**src/rtl/rgbhsv_pkg.sv**
```systemverilog
// Shared types and constants for the RGB to HSV converter.
`default_nettype none

package rgbhsv_pkg;

    // Default component width of the input pixel.
    localparam int DefComponentBits = 8;

    // Result field widths.
    localparam int HueBits    = 13;
    localparam int SatBits    = 8;
    localparam int BrightBits = 8;
    localparam int OutDataW   = ((HueBits + SatBits + BrightBits + 7) / 8) * 8;

    // Saturation full scale and hue geometry in sixteenths of a degree.
    localparam int SatFull       = 255;
    localparam int HueSector     = 1920;
    localparam int HueHalfSector = 960;
    localparam int HueFull       = 5760;

    // Quotient widths: saturation stays below 256, the hue term below 1024.
    localparam int SatQBits = 8;
    localparam int HueQBits = 10;

    // Which component holds the maximum.
    typedef enum logic [1:0] {
        SECT_RED,
        SECT_GREEN,
        SECT_BLUE
    } sector_t;

endpackage

`default_nettype wire

```
**src/rtl/rgb_to_hsv_converter_unit.sv**
```systemverilog
// Pipelined RGB to HSV converter with bit-per-stage dividers.
//
//  Port group   Direction  Payload
//  s_ (input)   in         tdata: red, green, blue (COMPONENT_BITS each)
//  m_ (result)  out        tdata: hue, saturation, brightness; tuser: hue_undefined
//
// One word is taken every cycle while m_tready does not stall the output; the pipeline
// depth is set by the restoring dividers, which settle one quotient bit per stage.
// Reset (aresetn low, synchronous) clears the valid bits only; payload is not reset.
// A stall on m_tready freezes the whole pipeline; s_tready stays high while the
// output register is empty or being taken.
`default_nettype none

module rgb_to_hsv_converter_unit #(
    parameter int COMPONENT_BITS = rgbhsv_pkg::DefComponentBits
) (
    input  wire                                        aclk,
    input  wire                                        aresetn,
    // tdata: red, green, blue from the lowest bit up, zero padded to bytes
    input  wire  [((3*COMPONENT_BITS+7)/8)*8-1:0]      s_tdata,
    input  wire                                        s_tvalid,
    output logic                                       s_tready,
    // tdata: hue, saturation, brightness from the lowest bit up, zero padded
    output logic [rgbhsv_pkg::OutDataW-1:0]            m_tdata,
    // tuser: hue_undefined
    output logic                                       m_tuser,
    output logic                                       m_tvalid,
    input  wire                                        m_tready
);

    localparam int CB      = COMPONENT_BITS;
    localparam int SatNumW = CB + rgbhsv_pkg::SatQBits;
    localparam int HueNumW = CB + rgbhsv_pkg::HueQBits;
    localparam int Steps   = rgbhsv_pkg::HueQBits;
    localparam int HB      = rgbhsv_pkg::HueBits;
    localparam int PadW    = rgbhsv_pkg::OutDataW - HB - rgbhsv_pkg::SatBits
                             - rgbhsv_pkg::BrightBits;

    logic en;

    // ------------------------------------------------------------------
    // Stage 1: maximum, minimum, delta and the signed difference.
    // ------------------------------------------------------------------
    logic [CB-1:0]         red, green, blue;
    logic [CB-1:0]         mx_next, mn_next, adiff_next;
    logic                  neg_next;
    rgbhsv_pkg::sector_t   sect_next;

    logic                  v1_reg;
    logic [CB-1:0]         mx1_reg, delta1_reg, adiff1_reg;
    logic                  neg1_reg, undef1_reg;
    rgbhsv_pkg::sector_t   sect1_reg;

    assign red   = s_tdata[CB-1:0];
    assign green = s_tdata[2*CB-1:CB];
    assign blue  = s_tdata[3*CB-1:2*CB];

    always_comb begin
        mx_next = red;
        mn_next = red;
        if (green > mx_next) mx_next = green;
        if (blue > mx_next)  mx_next = blue;
        if (green < mn_next) mn_next = green;
        if (blue < mn_next)  mn_next = blue;
        // Red wins ties over green, and green over blue.
        if (red == mx_next) begin
            sect_next  = rgbhsv_pkg::SECT_RED;
            neg_next   = green < blue;
            adiff_next = neg_next ? blue - green : green - blue;
        end else if (green == mx_next) begin
            sect_next  = rgbhsv_pkg::SECT_GREEN;
            neg_next   = blue < red;
            adiff_next = neg_next ? red - blue : blue - red;
        end else begin
            sect_next  = rgbhsv_pkg::SECT_BLUE;
            neg_next   = red < green;
            adiff_next = neg_next ? green - red : red - green;
        end
    end

    always_ff @(posedge aclk) begin
        if (!aresetn) begin
            v1_reg <= 1'b0;
        end else if (en) begin
            v1_reg <= s_tvalid;
        end
        if (en) begin
            mx1_reg    <= mx_next;
            delta1_reg <= mx_next - mn_next;
            adiff1_reg <= adiff_next;
            neg1_reg   <= neg_next;
            sect1_reg  <= sect_next;
            undef1_reg <= (mx_next == mn_next);
        end
    end

    // ------------------------------------------------------------------
    // Stage 2: dividend scaling by shift and subtract, then the divider.
    // ------------------------------------------------------------------
    logic                  dv_reg     [0:Steps];
    logic [HueNumW-1:0]    hrem_reg   [0:Steps];
    logic [CB-1:0]         hdiv_reg   [0:Steps];
    logic [Steps-1:0]      hq_reg     [0:Steps];
    logic [SatNumW-1:0]    srem_reg   [0:Steps];
    logic [CB-1:0]         sdiv_reg   [0:Steps];
    logic [rgbhsv_pkg::SatQBits-1:0] sq_reg [0:Steps];
    logic                  neg_reg    [0:Steps];
    logic                  undef_reg  [0:Steps];
    rgbhsv_pkg::sector_t   sect_reg   [0:Steps];
    logic [CB-1:0]         bright_reg [0:Steps];

    always_ff @(posedge aclk) begin
        if (!aresetn) begin
            dv_reg[0] <= 1'b0;
        end else if (en) begin
            dv_reg[0] <= v1_reg;
        end
        if (en) begin
            // 960 * x = 1024 * x - 64 * x, 255 * x = 256 * x - x.
            hrem_reg[0]   <= (HueNumW'(adiff1_reg) << 10) - (HueNumW'(adiff1_reg) << 6);
            srem_reg[0]   <= (SatNumW'(delta1_reg) << 8) - SatNumW'(delta1_reg);
            hdiv_reg[0]   <= delta1_reg;
            sdiv_reg[0]   <= mx1_reg;
            hq_reg[0]     <= '0;
            sq_reg[0]     <= '0;
            neg_reg[0]    <= neg1_reg;
            undef_reg[0]  <= undef1_reg;
            sect_reg[0]   <= sect1_reg;
            bright_reg[0] <= mx1_reg;
        end
    end

    // One quotient bit per stage, most significant first. The saturation
    // quotient is two bits narrower and joins two stages later.
    for (genvar k = 0; k < Steps; k++) begin : g_div
        localparam int QB = Steps - 1 - k;

        logic [HueNumW-1:0]    hsub;
        logic                  hge;
        logic [HueNumW-1:0]    hrem_next;
        logic [Steps-1:0]      hq_next;
        logic [SatNumW-1:0]    srem_next;
        logic [rgbhsv_pkg::SatQBits-1:0] sq_next;

        always_comb begin
            hsub      = HueNumW'(hdiv_reg[k]) << QB;
            hge       = hrem_reg[k] >= hsub;
            hrem_next = hge ? hrem_reg[k] - hsub : hrem_reg[k];
            hq_next   = hq_reg[k];
            hq_next[QB] = hge;
        end

        if (QB < rgbhsv_pkg::SatQBits) begin : g_sat
            logic [SatNumW-1:0] ssub;
            logic               sge;
            always_comb begin
                ssub      = SatNumW'(sdiv_reg[k]) << QB;
                sge       = srem_reg[k] >= ssub;
                srem_next = sge ? srem_reg[k] - ssub : srem_reg[k];
                sq_next   = sq_reg[k];
                sq_next[QB] = sge;
            end
        end else begin : g_sat_wait
            always_comb begin
                srem_next = srem_reg[k];
                sq_next   = sq_reg[k];
            end
        end

        always_ff @(posedge aclk) begin
            if (!aresetn) begin
                dv_reg[k+1] <= 1'b0;
            end else if (en) begin
                dv_reg[k+1] <= dv_reg[k];
            end
            if (en) begin
                hrem_reg[k+1]   <= hrem_next;
                hq_reg[k+1]     <= hq_next;
                srem_reg[k+1]   <= srem_next;
                sq_reg[k+1]     <= sq_next;
                hdiv_reg[k+1]   <= hdiv_reg[k];
                sdiv_reg[k+1]   <= sdiv_reg[k];
                neg_reg[k+1]    <= neg_reg[k];
                undef_reg[k+1]  <= undef_reg[k];
                sect_reg[k+1]   <= sect_reg[k];
                bright_reg[k+1] <= bright_reg[k];
            end
        end
    end

    // ------------------------------------------------------------------
    // Final stage: sector offset, sign and wrap, into the output register.
    // ------------------------------------------------------------------
    logic [HB-1:0]  offset;
    logic [HB:0]    hue_sum;
    logic [HB-1:0]  hue_next;

    logic                            m_tvalid_reg;
    logic [HB-1:0]                   hue_reg;
    logic [rgbhsv_pkg::SatBits-1:0]  sat_reg;
    logic [rgbhsv_pkg::BrightBits-1:0] bright_out_reg;
    logic                            undef_out_reg;

    always_comb begin
        case (sect_reg[Steps])
            rgbhsv_pkg::SECT_RED:   offset = '0;
            rgbhsv_pkg::SECT_GREEN: offset = HB'(rgbhsv_pkg::HueSector);
            rgbhsv_pkg::SECT_BLUE:  offset = HB'(2 * rgbhsv_pkg::HueSector);
            default:                offset = '0;
        endcase
        if (neg_reg[Steps]) begin
            hue_sum = (HB+1)'(offset) - (HB+1)'(hq_reg[Steps]);
        end else begin
            hue_sum = (HB+1)'(offset) + (HB+1)'(hq_reg[Steps]);
        end
        // A negative angle only arises in the red sector and wraps once.
        if (hue_sum[HB]) begin
            hue_sum = hue_sum + (HB+1)'(rgbhsv_pkg::HueFull);
        end
        hue_next = undef_reg[Steps] ? '0 : hue_sum[HB-1:0];
    end

    assign en = !m_tvalid_reg || m_tready;

    always_ff @(posedge aclk) begin
        if (!aresetn) begin
            m_tvalid_reg <= 1'b0;
        end else if (en) begin
            m_tvalid_reg <= dv_reg[Steps];
        end
        if (en) begin
            hue_reg        <= hue_next;
            sat_reg        <= undef_reg[Steps] ? '0 : sq_reg[Steps];
            bright_out_reg <= rgbhsv_pkg::BrightBits'(bright_reg[Steps]);
            undef_out_reg  <= undef_reg[Steps];
        end
    end

    assign s_tready = en;
    assign m_tvalid = m_tvalid_reg;
    assign m_tuser  = undef_out_reg;
    assign m_tdata  = {{PadW{1'b0}}, bright_out_reg, sat_reg, hue_reg};

    // ------------------------------------------------------------------
    // Assertions
    // ------------------------------------------------------------------
    a_undef_zero: assert property (@(posedge aclk) disable iff (!aresetn)
        m_tvalid_reg && undef_out_reg |-> hue_reg == '0 && sat_reg == '0)
        else $error("undefined hue word carries nonzero hue or saturation");

    a_hue_range: assert property (@(posedge aclk) disable iff (!aresetn)
        m_tvalid_reg |-> hue_reg < HB'(rgbhsv_pkg::HueFull))
        else $error("hue beyond full circle");

    a_sat_nonzero: assert property (@(posedge aclk) disable iff (!aresetn)
        m_tvalid_reg && !undef_out_reg |-> sat_reg != '0)
        else $error("coloured pixel produced zero saturation");

    a_hue_quot_range: assert property (@(posedge aclk) disable iff (!aresetn)
        dv_reg[Steps] && !undef_reg[Steps]
            |-> hq_reg[Steps] <= Steps'(rgbhsv_pkg::HueHalfSector))
        else $error("hue quotient exceeds half sector");

    a_accept_enters: assert property (@(posedge aclk) disable iff (!aresetn)
        s_tvalid && s_tready |=> v1_reg)
        else $error("accepted word did not enter the pipeline");

endmodule

`default_nettype wire
```
**config.mk**
```make
export PLATFORM = sky130hd
export DESIGN_NAME = rgb_to_hsv_converter_unit
export DESIGN_NICKNAME = d
export VERILOG_FILES = /design/src/rtl/rgbhsv_pkg.sv /design/src/rtl/rgb_to_hsv_converter_unit.sv
export SDC_FILE = /design/constraint.sdc
export NUM_CORES = 1
export LEC_CHECK = 0
export BUFFER_PORTS_ARGS = -buffer_cell sky130_fd_sc_hd__buf_4
export CORE_UTILIZATION = 48
export CTS_CLUSTER_SIZE = 20
export DETAILED_ROUTE_END_ITERATION = 12
export GPL_ROUTABILITY_DRIVEN = 0
export PLACE_DENSITY = 0.74
export SKIP_CTS_REPAIR_TIMING = 1
export SLEW_MARGIN = 30
export SYNTH_ARGS = -nofsm -noshare
export SYNTH_HDL_FRONTEND = slang
export SYNTH_SLANG_ARGS = --single-unit
```
**constraint.sdc**
```tcl
create_clock -name aclk -period 58.5 [get_ports aclk]
set_clock_uncertainty 0.1 [all_clocks]
set_input_delay 2.925 -clock aclk [delete_from_list [all_inputs] [get_ports aclk]]
set_output_delay 2.925 -clock aclk [all_outputs]
set_load 0.01 [all_outputs]
```
==> run_results.csv <==
group,metric,value,unit
grt,grt_max_degree,174,
outcome,status,"finished clean",
worst_setup_path,reg2reg_depth,14,
clock_network,insertion_delay,0.60,ns
final_layout,final_cell_mix,"edfxtp_1 (656), inv_1 (261), ha_1 (225), nor2_1 (191), a21oi_1 (157)",
clock_network,cts_made_buffers,68,
drt,antenna_left,0,
worst_setup_path,cp_slowest_stage_delay,0.68,ns
synth,post_synth_mux_area_share,2.09,%
floorplanning,io_pins,63,
synth,synth_top_family_by_area,"adder cells",
final_layout,largest_reg_flops,152,
clock_network,clock-sinks,659,
drt,viasPerCell,5.40,
pwr,power,2.12,mW
timing,tightest_slew,1.01,ns
synth,synthArstFlopShare,0,%
timing,slew_viol_final,0,
worst_setup_path,worstSetupEndpointType,"register",
drt,wl_per_cell,15.5,um
synth,synth_area,32900,um^2
final_layout,nFillCells,5282,
timing,hold_violations,0,
floorplanning,num_rows,95,
final_layout,finalNetCount,2964,
synth,synth_edf_count,656,
timing,setup_viol_count_final,0,
timing,final.period_utilization,14.8,%
pwr,cellPowerDensity,57.8,nW/um^2
drt,routed_wl,56000,um
drt,drc,0,
timing,rsz0062_at_grt,"no",
synth,seq_area_frac_synth,60.1,%
worst_setup_path,worstPathMaxFanout,14,
final_layout,layout-drive-gt1-share,7.84,%
clock_network,cts-root-buf,"clkbuf_16",
placement,dp_cells,3491,
synth,synth_compound_area_share,9.61,%
synth,synthSimpleGateAreaFrac,9.31,%
timing,fmaxAchievable,115,MHz
hold_path,hp-class,"register to register",
timing,min_period,8.67,ns
worst_setup_path,cp.required,58.84,ns
worst_setup_path,critical_path_arrival,9.01,ns
final_layout,antenna_cells,0,
timing,worst_hold_slack,0.307,ns
grt,grt.total_usage,16.2,%
worst_setup_path,crit_chain,"buf_4, inv_1, ha_1, a21oi_1, o21ai_0, o21ai_0, buf_4, nor2_1, a21oi_1, ha_1, or4b_4, a211o_1, a221oi_4, mux2i_2, xnor2_1, o2111ai_1, nor3_4, mux2_2, mux2i_1",
synth,avgSynthCellArea,12.7,um^2
worst_setup_path,critPathKind,"input port to register",
drt,drt_iter0_markers,1220,
synth,netlist_instances,2588,
clock_network,clock_path_buffers,3,
timing,slew_headroom,32.5,%
grt,grt_pass1_vias,19983,
final_layout,fin_cells,3614,
synth,yosysWarnings,0,
final_layout,syn_to_final_growth,11.5,%
placement,hpwlAfterDp,40000,um
final_layout,final_common_cell,"edfxtp_1",
synth,ys_ff_latch,659,
hold_path,min_path_cells,0,
floorplanning,die-area,69500,um^2
worst_setup_path,crit_slowest_cell,"a221oi_4",
synth,synthAdderAreaFrac,10.0,%
run,drv_cap,0,
floorplanning,dieWidth,264,um
clock_network,cts_tree,"built",
floorplanning,die_h,264,um
timing,tns,0,ns
clock_network,clk_pin_slew,0.06,ns
synth,synth-xor-area-share,5.28,%
drt,first_pass_iters,5,
grt,grt_overflow,0,
placement,io_buffers,59,
grt,antenna_found_initial,0,
pwr,vdd_ir_drop_max,0.0000255,V
drt,via_count,19507,
grt,grt_pass1_wl,93300,um
floorplanning,core_area,67400,um^2
clock_network,htree_num_levels,3,
synth,synthDistinctLibCells,76,
synth,synth_top_flop_cell,"edfxtp_1",
floorplanning,start_util,48.7,%
worst_setup_path,critPathLaunchType,"input port",
pwr,p_leak,15.0,nW
area by class of cell:
cell class / count / area [um^2] / area share (%)
Tap cell: 873 / 1090 / 2.98
Sequential cell: 659 / 19800 / 54.0
Timing Repair Buffer: 69 / 556 / 1.52
Clock inverter: 41 / 499 / 1.36
Inverter: 263 / 995 / 2.72
Clock buffer: 82 / 1750 / 4.79
Multi-Input combinational cell: 1627 / 12000 / 32.7
metrics by stage:
| step | util [%] | instance area [um^2] | setup slack (ns) |
|---|---|---|---|
| 2_1_floorplan | - | 32900 | 34.77 |
| 3_3_place_gp | 51.0 | 34300 | 49.53 |
| 3_5_place_dp | 51.0 | 34300 | 49.21 |
| 4_1_cts | 54.3 | 36600 | 49.85 |
| 5_1_grt | 54.3 | 36600 | 49.48 |
| 6_report | 54.3 | 36600 | 49.83 |
worst max-delay path: cells and delay by family:
family,cells,cell delay [ns]
compound gates,7,2.59
xor+xnor,1,0.18
fa+ha+maj,2,0.55
buf+inv,3,0.56
simple gates,3,1.08
mux,3,1.10
final timing paths:
kind,startpoint,to,slack [ns]
hold / removal,neg_reg[3],neg_reg[4],0.31
hold reg to reg,neg_reg[3],neg_reg[4],0.31
setup / recovery,s_tdata[7],adiff1_reg[0],49.83
setup reg to reg,hdiv_reg[4][1],hrem_reg[5][17],54.68
cells by family after synthesis:
group	count (synthesis)
DFF	659
and+or+nand+nor	606
AOI/OAI and AO/OA	506
buffers and inverters	304
adders and majority gates	249
xor gates and xnor gates	198
muxes	65
other	1
power breakdown:
group | total (mW) | internal [mW] | leakage (nW) | switching [mW]
sequential | 0.904 | 0.798 | 6.82 | 0.106
combinational | 0.782 | 0.366 | 7.06 | 0.416
clock | 0.431 | 0.256 | 1.08 | 0.174
total | 2.12 | 1.42 | 15.0 | 0.696
Yosys cell counts, types with 20 or more instances:
cell type  number  area, um^2
nor2b_1        47         294
nand4_1        25         156
xnor2_1       124        1090
nor4_1         30         188
clkbuf_1       33         124
mux2_2         25         282
nand2_1       117         439
nand2b_1       50         313
xor2_1         74         648
fa_1           23         460
and2_1         20         125
nor3_1         40         200
inv_1         262         983
mux2i_1        39         390
o31ai_1        24         180
edfxtp_1      656       19700
a21o_1         90         676
ha_1          225        2820
o21ai_0       131         656
nor2_1        192         721
a21oi_1       158         791
metal layers:
layer	share of wire [%]	wire [um]	vias to the layer above	GRT usage, %
met5	0	0	-	0
met4	4.5	2510	0	8.99
met3	4.7	2640	189	2.78
met2	53	29700	550	30.7
met1	38	21200	9189	16.8
li1	-	-	9579	-
Power figures use the tool's default switching activity.
